--- config.mk ---
export PLATFORM = sky130hd
export DESIGN_NAME = mp2d_div
export DESIGN_NICKNAME = d
export VERILOG_FILES = /design/src/hdl/max_pool_2d_stream_defines.svh /design/src/hdl/mp2d_div.sv
export SDC_FILE = /design/constraint.sdc
export NUM_CORES = 1
export LEC_CHECK = 0
export BUFFER_PORTS_ARGS = -buffer_cell sky130_fd_sc_hd__clkbuf_2
export CAP_MARGIN = 10
export CORE_ASPECT_RATIO = 1.5
export CORE_MARGIN = 8
export CORE_UTILIZATION = 45
export CTS_CLUSTER_DIAMETER = 150
export DETAILED_ROUTE_END_ITERATION = 16
export PLACE_DENSITY_LB_ADDON = 0.3
export SETUP_SLACK_MARGIN = 0.4
export SLEW_MARGIN = 5
export SYNTH_ARGS = -nofsm -noshare
export SYNTH_HDL_FRONTEND = slang
export SYNTH_SLANG_ARGS = --single-unit
--- constraint.sdc ---
create_clock -name i_clk -period 2.3 [get_ports i_clk]
set_input_delay 0.46 -clock i_clk [delete_from_list [all_inputs] [get_ports i_clk]]
set_output_delay 0.46 -clock i_clk [all_outputs]
set_load 0.005 [all_outputs]
--- src/hdl/max_pool_2d_stream_defines.svh ---
// Assertion macros for the block's top module, max_pool_2d_stream.
`ifndef MAX_POOL_2D_STREAM_DEFINES_SVH
`define MAX_POOL_2D_STREAM_DEFINES_SVH

// Consequent must hold in the same cycle as the antecedent.
`define MP2D_ASSERT_NOW(lbl, ante, cons, msg) \
    lbl: assert property (@(posedge i_clk) disable iff (!i_rst_n) (ante) |-> (cons)) \
        else $error(msg);

// Consequent must hold in the cycle after the antecedent.
`define MP2D_ASSERT_NEXT(lbl, ante, cons, msg) \
    lbl: assert property (@(posedge i_clk) disable iff (!i_rst_n) (ante) |=> (cons)) \
        else $error(msg);

`endif

--- src/hdl/mp2d_div.sv ---
module mp2d_div #(
    parameter int NUM_W = 12,
    parameter int DEN_W = 3
) (
    input  logic             i_clk,
    input  logic             i_rst_n,
    input  logic             i_start,
    input  logic [NUM_W-1:0] i_num,
    input  logic [DEN_W-1:0] i_den,
    output logic             o_busy,
    output logic [NUM_W-1:0] o_quot,
    output logic [DEN_W-1:0] o_rem
);
    localparam int CNT_W = $clog2(NUM_W + 1);

    logic [NUM_W-1:0] r_quot;
    logic [DEN_W-1:0] r_rem;
    logic [DEN_W-1:0] r_den;
    logic [CNT_W-1:0] r_cnt;
    logic             r_busy;
    logic [DEN_W:0]   w_shift;
    logic             w_fit;

    assign w_shift = {r_rem, r_quot[NUM_W-1]};
    assign w_fit   = (w_shift >= {1'b0, r_den});

    always_ff @(posedge i_clk) begin
        if (!i_rst_n) begin
            r_busy <= 1'b0;
            r_cnt  <= '0;
        end else if (i_start) begin
            r_busy <= 1'b1;
            r_cnt  <= CNT_W'(NUM_W);
            r_quot <= i_num;
            r_rem  <= '0;
            r_den  <= i_den;
        end else if (r_busy) begin
            r_cnt  <= r_cnt - 1'b1;
            r_busy <= (r_cnt != CNT_W'(1));
            r_quot <= {r_quot[NUM_W-2:0], w_fit};
            r_rem  <= w_fit ? DEN_W'(w_shift - {1'b0, r_den}) : w_shift[DEN_W-1:0];
        end
    end

    assign o_busy = r_busy;
    assign o_quot = r_quot;
    assign o_rem  = r_rem;
endmodule

==> flow_summary.json <==
{
  "status": "finished, final reports clean",
  "wl_per_cell_um": 14.47,
  "fp.dieW_um": 56.53,
  "avgSynthCellArea_sq_um": 14.21,
  "final_common_cell": "clkbuf_2",
  "min_period_ns": 1.887,
  "fmax_mhz": 530.0,
  "worst_pin_slew_ns": 0.5119,
  "highest_layer": "met4",
  "fin_ws_ns": 0.4131,
  "drc": 0,
  "coreArea_sq_um": 2395,
  "skew_ns": 0.002132,
  "clk_path_buf_depth": 2,
  "cts_tree": "done",
  "portBuffers": 33,
  "num_io_pins": 34,
  "wl_um": 2069,
  "ys_seq_area_share_pct": 57.79,
  "gr-total-overflow": 0,
  "synth_fp_nets": 102,
  "via_per_inst": 5.126,
  "antennaDiodeCount": 0,
  "die_h_um": 76.79,
  "grt_start_max_net_pins": 25,
  "cp_top_family": "adder cells",
  "synthesis.area_sq_um": 1109,
  "ys_seq_elements": 23,
  "drive_above_1_share_pct": 53.78,
  "worstPathRequired_ns": 2.37,
  "p_leak_nw": 0.5911,
  "cp_num_cells": 6,
  "setup_viol": 0,
  "p_per_area_nw_per_um2": 616.2,
  "num_rows": 22,
  "crit_chain": "ha_4 > fa_2 > nor2b_2 > nor4_4 > buf_4 > mux2_4",
  "finalSetupTns_ns": 0,
  "gp_congestion": 0.7756,
  "power_mw": 0.8566,
  "synth_top_area_share_pct": 48.76,
  "dp_hpwl_um": 1584,
  "cpPeakStageDelay_ns": 0.43,
  "placed_cells": 134,
  "ys_top_cells_by_area": "edfxtp_1, mux2_2, dfxtp_1",
  "path_class": "flip-flop to flip-flop",
  "place_ws_ns": 0.3786,
  "dieArea_sq_um": 4341,
  "hold-path-cell-count": 1,
  "finalNetCount": 144,
  "final_cells": 143,
  "post-route-period-util_pct": 82.04,
  "r2r_cells": 6,
  "firstDrtPassIters": 2,
  "cts_max_level": 1,
  "synth.distinct_cells": 22,
  "vias": 733,
  "endpoint_kind": "flip-flop",
  "synthCells": 78,
  "start_util_pct": 46.29,
  "slew_violations": 0,
  "drt_iter0_markers": 13,
  "yosysTopAreaCell": "edfxtp_1",
  "cap_viol_max_count": 0,
  "slowest_stage": "edfxtp_1",
  "antenna_left": 0,
  "routed-wl-met3_um": 110,
  "numCtsBuffers": 3,
  "slew_headroom_pct": 65.88,
  "clock-sinks": 23,
  "clock_latency_ns": 0.30,
  "path_max_fanout": 4,
  "grt_pass1_wl_um": 3353,
  "cts_root_buffer": "clkbuf_4",
  "syn_to_final_growth_pct": 25.39,
  "routed-wl-met2_um": 1125,
  "antenna_found_initial": 0,
  "cp.arrival_ns": 1.95,
  "cts_hold_buf": 0,
  "grt_usage_pct": 9.263,
  "peakVddDrop_uv": 337.2,
  "ff2ff_setup_slack_ns": 0.41,
  "clkTransAtPathRegs_ns": 0.12,
  "rsz0062_at_grt": "yes",
  "yosysWarnings": 0,
  "hold_viol": 0,
  "crit_buf_inv": 1,
  "grt_pass1_vias": 794,
  "final_cell_mix": "clkbuf_2, edfxtp_1, mux2_2",
  "min_path_type": "primary input to flip-flop",
  "wl_met1_um": 799,
  "finish.utilization_pct": 58.05,
  "cp-start-kind": "flip-flop"
}
-- sequential cells by signal, summed over array words and instances (netlist names) --
name and cells:
o_rem 3, o_busy 1, o_quot 12, r_cnt 4, r_den 3
-- path summary, 6_finish.rpt --
kind	from	end
max	r_den[0]	o_rem[1]
min	i_den[0]	r_den[0]
max reg2reg	r_den[0]	o_rem[1]
min reg2reg	r_cnt[1]	r_cnt[1]
-- through the flow --
step	hold slack (ns)	instance area, sq um
finish	0.3253	1390
floorplan	0.4780	1109
detailed placement	0.5020	1301
CTS	0.3181	1383
global route	0.3098	1390
global placement	0.4927	1301
-- worst reg2reg max path: cells and delay by family, from the launching register on --
| kind | cells | cell delay, ns |
|---|---|---|
| fa+ha+maj | 2 | 0.52 |
| flops | 1 | 0.43 |
| simple gates | 2 | 0.26 |
| buf+inv | 1 | 0.15 |
| mux | 1 | 0.30 |
-- per-layer routing --
metal / up-vias / GRT usage (%)
met3: 4 / 2.965
met2: 18 / 16.85
met1: 355 / 9.245
met5: - / 0
li1: 356 / -
met4: 0 / 3.623
-- cells by family (layout without fill, tap and decap cells) --
group	after synthesis	in the layout	synth area share, %
mux	15	15	15.12
fa+ha+maj	6	6	7.449
xor+xnor	3	3	2.371
buf+inv	10	51	3.612
flops	23	23	57.79
compound gates	5	5	3.725
simple gates	16	16	9.932
-- final cells by class --
class                      count  area [sq um]
sequential                    23         640.6
clock buffer                   4         26.28
tap                           24         30.03
inverter                       8         30.03
fill                         208          1005
multi-input combinational     45         452.9
timing repair buffer          39         210.2
-- what timing repair did --
action,4_1_cts,5_1_grt
pin swaps,2,4
setup endpoints to repair,3,3
resized for setup,6,1
setup buffers,4,1
-- synth_stat cells --
master	instances
xor2_1	1
nor3_1	1
nand2_1	1
ha_1	5
buf_2	2
o21a_1	3
xnor2_1	2
nor2b_1	3
nor2_1	6
nor4b_2	1
nand2b_1	1
and3_4	1
mux2i_1	1
edfxtp_1	18
a211oi_1	1
fa_1	1
nor4_4	1
inv_1	8
and2_1	1
o41a_1	1
dfxtp_1	5
mux2_2	14
-- power breakdown --
part	switching [mW]	internal (mW)
Combinational	0.0707	0.0986
Sequential	0.0207	0.486
Clock	0.113	0.0676
Total	0.205	0.652
(Power assumes the default switching activity.)
