===== src/hdl/max_pool_2d_stream_defines.svh =====
// Assertion macros for the block's top module, max_pool_2d_stream.
`ifndef MAX_POOL_2D_STREAM_DEFINES_SVH
`define MAX_POOL_2D_STREAM_DEFINES_SVH

// Consequent must hold in the same cycle as the antecedent.
`define MP2D_ASSERT_NOW(lbl, ante, cons, msg) \
    lbl: assert property (@(posedge i_clk) disable iff (!i_rst_n) (ante) |-> (cons)) \
        else $error(msg);

// Consequent must hold in the cycle after the antecedent.
`define MP2D_ASSERT_NEXT(lbl, ante, cons, msg) \
    lbl: assert property (@(posedge i_clk) disable iff (!i_rst_n) (ante) |=> (cons)) \
        else $error(msg);

`endif


===== src/hdl/mp2d_ram.sv =====
module mp2d_ram #(
    parameter int WIDTH  = 16,
    parameter int DEPTH  = 256,
    parameter int ADDR_W = (DEPTH > 1) ? $clog2(DEPTH) : 1
) (
    input  logic              i_clk,
    input  logic              i_wr_en,
    input  logic [ADDR_W-1:0] i_wr_addr,
    input  logic [WIDTH-1:0]  i_wr_data,
    input  logic              i_rd_en,
    input  logic [ADDR_W-1:0] i_rd_addr,
    output logic [WIDTH-1:0]  o_rd_data
);
    logic [WIDTH-1:0] r_mem [DEPTH];
    logic [WIDTH-1:0] r_rd_data;

    always_ff @(posedge i_clk) begin
        if (i_wr_en) begin
            r_mem[i_wr_addr] <= i_wr_data;
        end
        if (i_rd_en) begin
            r_rd_data <= r_mem[i_rd_addr];
        end
    end

    assign o_rd_data = r_rd_data;
endmodule


===== src/hdl/mp2d_cell.sv =====
module mp2d_cell #(
    parameter int SAMPLE_BITS = 16,
    parameter int DEPTH       = 256,
    parameter int ADDR_W      = 8
) (
    input  logic                          i_clk,
    input  logic                          i_rst_n,
    input  logic                          i_wr_en,
    input  logic [ADDR_W-1:0]             i_wr_addr,
    input  logic signed [SAMPLE_BITS-1:0] i_wr_data,
    input  logic                          i_en,
    input  logic                          i_rd,
    input  logic [ADDR_W-1:0]             i_addr,
    input  logic signed [SAMPLE_BITS-1:0] i_max,
    input  logic                          i_max_valid,
    output logic                          o_rd,
    output logic [ADDR_W-1:0]             o_addr,
    output logic signed [SAMPLE_BITS-1:0] o_max,
    output logic                          o_max_valid
);
    logic                          r_rd;
    logic [ADDR_W-1:0]             r_addr;
    logic signed [SAMPLE_BITS-1:0] r_max;
    logic                          r_mv;
    logic [SAMPLE_BITS-1:0]        w_data;
    logic signed [SAMPLE_BITS-1:0] w_sdata;
    logic signed [SAMPLE_BITS-1:0] n_max;

    mp2d_ram #(
        .WIDTH  (SAMPLE_BITS),
        .DEPTH  (DEPTH),
        .ADDR_W (ADDR_W)
    ) u_bank (
        .i_clk     (i_clk),
        .i_wr_en   (i_wr_en),
        .i_wr_addr (i_wr_addr),
        .i_wr_data (i_wr_data),
        .i_rd_en   (i_rd),
        .i_rd_addr (i_addr),
        .o_rd_data (w_data)
    );

    assign w_sdata = w_data;
    assign n_max   = (i_en && (w_sdata > i_max)) ? w_sdata : i_max;

    always_ff @(posedge i_clk) begin
        if (!i_rst_n) begin
            r_rd <= 1'b0;
            r_mv <= 1'b0;
        end else begin
            r_rd <= i_rd;
            r_mv <= i_max_valid;
        end
        r_addr <= i_addr;
        r_max  <= n_max;
    end

    assign o_rd        = r_rd;
    assign o_addr      = r_addr;
    assign o_max       = r_max;
    assign o_max_valid = r_mv;
endmodule

===== config.mk =====
export PLATFORM = sky130hd
export DESIGN_NAME = mp2d_cell
export DESIGN_NICKNAME = d
export VERILOG_FILES = /design/src/hdl/max_pool_2d_stream_defines.svh /design/src/hdl/mp2d_ram.sv /design/src/hdl/mp2d_cell.sv
export SDC_FILE = /design/constraint.sdc
export NUM_CORES = 2
export LEC_CHECK = 0
export BUFFER_PORTS_ARGS = -buffer_cell sky130_fd_sc_hd__buf_2
export CAP_MARGIN = 20
export CORE_AREA = 2 2 691 865
export CTS_BUF_LIST = sky130_fd_sc_hd__clkbuf_16
export DETAILED_ROUTE_END_ITERATION = 12
export DIE_AREA = 0 0 693 867
export GPL_TIMING_DRIVEN = 0
export MAX_ROUTING_LAYER = met4
export SYNTH_ARGS = -nofsm -noshare
export SYNTH_HDL_FRONTEND = slang
export SYNTH_SLANG_ARGS = --single-unit

===== constraint.sdc =====
create_clock -name i_clk -period 2.8 [get_ports i_clk]
set_clock_uncertainty 0.05 [all_clocks]
set_input_delay 0.28 -clock i_clk [delete_from_list [all_inputs] [get_ports i_clk]]
set_output_delay 0.28 -clock i_clk [all_outputs]
set_load 0.005 [all_outputs]

==> qor.log <==
qor: grt.grt_antenna_before_repair 53
qor: yosys.postSynth.asyncResetShare 0%
qor: outcome.violations negative setup slack
qor: critical_path.worst_r2r_path_depth 7
qor: floorplanning.fp.coreArea 594,000 um2
qor: cts.clk-insertion-delay-late 1.07 ns
qor: critical_path.worst-endpoint-arrival 3.99 ns
qor: cts.cts_inserted_buffers 418
qor: hold_path.hold_depth 3
qor: power_and_ir_drop.total_power 131 mW
qor: route.drc_errors 0
qor: yosys.synth.area.top_cells edfxtp_1 77%, mux4_2 11%, mux2i_1 3.1%
qor: timing.final_hold_viol_count 0
qor: timing.rsz0062_at_grt true
qor: timing.setup_ws -0.479 ns
qor: route.drt-wirelength-per-cell 34.0 um
qor: yosys.synthesis.area 160,000 um2
qor: hold_path.timing.hold.worst.start i_wr_addr[2]
qor: hold_path.hold_class input pin to flop
qor: cts.clk_pin_slew 0.07 ns
qor: yosys.synth_warnings 0
qor: cts.clock_tree.buffer_depth 4
qor: yosys.synth.avg_cell_area 21.1 um2
qor: cts.cts_tree built
qor: critical_path.worstReg2RegEnd u_bank.o_rd_data[8]
qor: grt.globalRouteOverflowTotal 0
qor: yosys.netlist-cell-type-count 56
qor: yosys.synth.yosys.seq_area_share 77.7%
qor: cts.clock_root_buffer_master clkbuf_16
qor: timing.max_transition_viols_final 0
qor: yosys.synth_top_area_share 77.4%
qor: power_and_ir_drop.power_per_cell_area 677 nW/um2
qor: timing.tightestPinTransition 1.13 ns
qor: yosys.synth_top_area_cell edfxtp_1
qor: placed_design.globalplace.congestion 1.01
qor: critical_path.start_kind input pin
qor: critical_path.path_class input pin to flop
qor: floorplanning.chipHeight 867 um
qor: outcome.run_status finished with violations
qor: power_and_ir_drop.standby_leakage_power 60.7 nW
qor: placed_design.hpwl 393,000 um
qor: timing.timing.final.crit_share 117%
qor: floorplanning.fp.dieW 693 um
qor: route.vias_per_cell 5.24
qor: route.postRouteAntennaNets 0
qor: grt.gr-usage-all-layers 18.8%
qor: cts.clock_sinks 4,138
qor: critical_path.worst-r2r-setup-slack -0.46 ns
qor: cts.htree_levels 5
qor: timing.fmax 0.305 GHz
qor: route.vias 87,400
qor: finish.num-fill-cells 55,600
qor: finish.final_layout_size_suffix_gt1_share 30.8%
qor: grt.grt_first_pass_wirelength 748,000 um
qor: placed_design.placement.setup.worst_slack -3.67 ns
qor: floorplanning.overall_die_area 601,000 um2
qor: finish.flow.area_growth_from_synthesis 21.6%
qor: hold_path.worst_hold_path.endpoint u_bank.r_mem[13][3]
qor: grt.pin_count_of_the_biggest_net_entering_global_routing 167
qor: critical_path.regToRegStartpoint u_bank.r_mem[249][8]
qor: yosys.postSynthRegisterBits 4,138
qor: finish.finish.net_count 8,556
qor: yosys.syn_inst 7,560
qor: critical_path.crit_required 3.51 ns
qor: placed_design.placement.io_buffers 74
qor: yosys.synth_fp_nets 7,630
qor: floorplanning.initial_core_util 26.9%
qor: route.wirelength 567,000 um
qor: power_and_ir_drop.worst_ir_drop_vdd 0.000628 V
qor: critical_path.critical_path.max_fanout 10
qor: grt.first_global_vias 84,500
qor: yosys.synth_edf_count 4,112
qor: timing.slew_headroom 24.6%
qor: job.drv.max_cap_violation_count 0
qor: timing.final.min_clock_period 3.28 ns
qor: route.detail_route.iter0.violations 13,800
qor: timing.timing.final.setup_violations 145
qor: route.drt_first_pass_iters 6
qor: floorplanning.rows 317
qor: floorplanning.design.portCount 80
qor: yosys.ys.flop_type edfxtp_1
qor: critical_path.critPathCaptureType flop
-- Yosys cell counts, types with 24 or more instances --
library cell	number
a22oi_1	143
nor4_1	28
nand4_1	40
mux4_2	809
nor3_1	169
o22ai_1	214
edfxtp_1	4112
a21oi_1	142
mux2i_1	498
buf_4	46
nor2_1	363
clkbuf_1	216
nand2_1	61
buf_2	92
a221oi_1	70
nand3_1	41
buf_1	50
a211oi_1	24
mux2_2	45
buf_6	60
o21ai_0	57
o221ai_1	105
dfxtp_1	26
-- final cells by class --
| type | instances | area, um2 | share of cell area (%) |
|---|---|---|---|
| Clock buffer | 420 | 10500 | 5.42 |
| Clock inverter | 330 | 2510 | 1.30 |
| Multi-Input combinational cell | 2934 | 35500 | 18.3 |
| Buffer | 463 | 3710 | 1.91 |
| Tap cell | 7815 | 9780 | 5.04 |
| Antenna cell | 40 | 100 | 0.0516 |
| Sequential cell | 4138 | 124000 | 63.9 |
| Timing Repair Buffer | 508 | 7820 | 4.03 |
| Inverter | 23 | 90.1 | 0.0464 |
-- cells by family after synthesis --
family,synth area share [%]
and+or+nand+nor,2.14
buffers and inverters,1.62
muxes,14.9
adders and majority gates,0.125
DFF,77.7
AOI/OAI and AO/OA,3.54
-- per-layer routing --
layer	vias up	wire length, um	GRT usage [%]
met3	1377	57200	4.22
met2	5748	261000	28.8
li1	33900	-	-
met1	46400	201000	22.0
met5	-	0	-
met4	0	47700	12.9
-- layout by cell type, fill, tap and decap left out, types with 109 or more instances in the layout --
cell / instances
buf_8: 271
mux2i_1: 493
o22ai_1: 163
buf_2: 109
a21oi_1: 110
edfxtp_1: 4112
inv_1: 123
clkbuf_16: 422
a22oi_1: 141
nor3_1: 126
nor2_2: 246
mux4_2: 809
-- registers in the layout, summed over array words and instances, names as in the netlist --
signal,cells
o_max,16
o_max_valid,1
u_bank.r_mem,4096
u_bank.o_rd_data,16
o_rd,1
o_addr,8
-- report_power, final --
group | internal [mW] | total, mW | leakage (nW) | switching (mW)
combinational | 2.76 | 8.85 | 16.8 | 6.09
clock | 29.3 | 54.0 | 6.73 | 24.7
sequential | 68.3 | 68.4 | 37.2 | 0.0576
-- stage by stage --
stage	instances	util [%]	instance area [um2]	setup TNS [ns]	hold slack (ns)
after CTS	16600	32.5	193000	-6.69	0.00366
after global routing	16700	32.7	194000	-1.53	0.0859
after floorplan	7560	-	160000	0	0.258
final	16700	32.7	194000	-10.89	0.0857
after detailed placement	15800	29.8	177000	-1409.64	0.349
after global placement	15400	28.6	170000	-	0.346
-- worst max-delay path by stage --
| stage | end | slack (ns) | cells after the start | start |
|---|---|---|---|---|
| after floorplan | u_bank.o_rd_data[0] | 0.15 | 10 | i_addr[1] |
| after global placement | u_bank.o_rd_data[11] | -4.50 | 8 | i_addr[4] |
| after detailed placement | u_bank.o_rd_data[9] | -3.67 | 11 | i_addr[1] |
| after CTS | u_bank.o_rd_data[8] | -0.33 | 7 | u_bank.r_mem[249][8] |
| after global routing | u_bank.o_rd_data[9] | -0.35 | 7 | u_bank.r_mem[234][9] |
| final | u_bank.o_rd_data[9] | -0.48 | 10 | i_addr[3] |
-- timing repair --
item,4_1_cts,5_1_grt
endpoints found under the hold margin,1918,0
setup buffers,3,8
gates resized for setup,660,198
cloned,1,0
pin swaps,51,31
hold buffers,88,0
endpoints found under the setup margin,26,397
-- critical path, cell delays in order --
cell	delay (ns)
buf_2	0.23
and4_1	0.21
clkbuf_1	0.36
nand2_1	0.29
clkbuf_2	0.41
a21oi_2	0.21
a2111oi_4	0.42
nand4_1	0.41
or3_4	0.58
nor3_4	0.54
(Power assumes the default switching activity.)
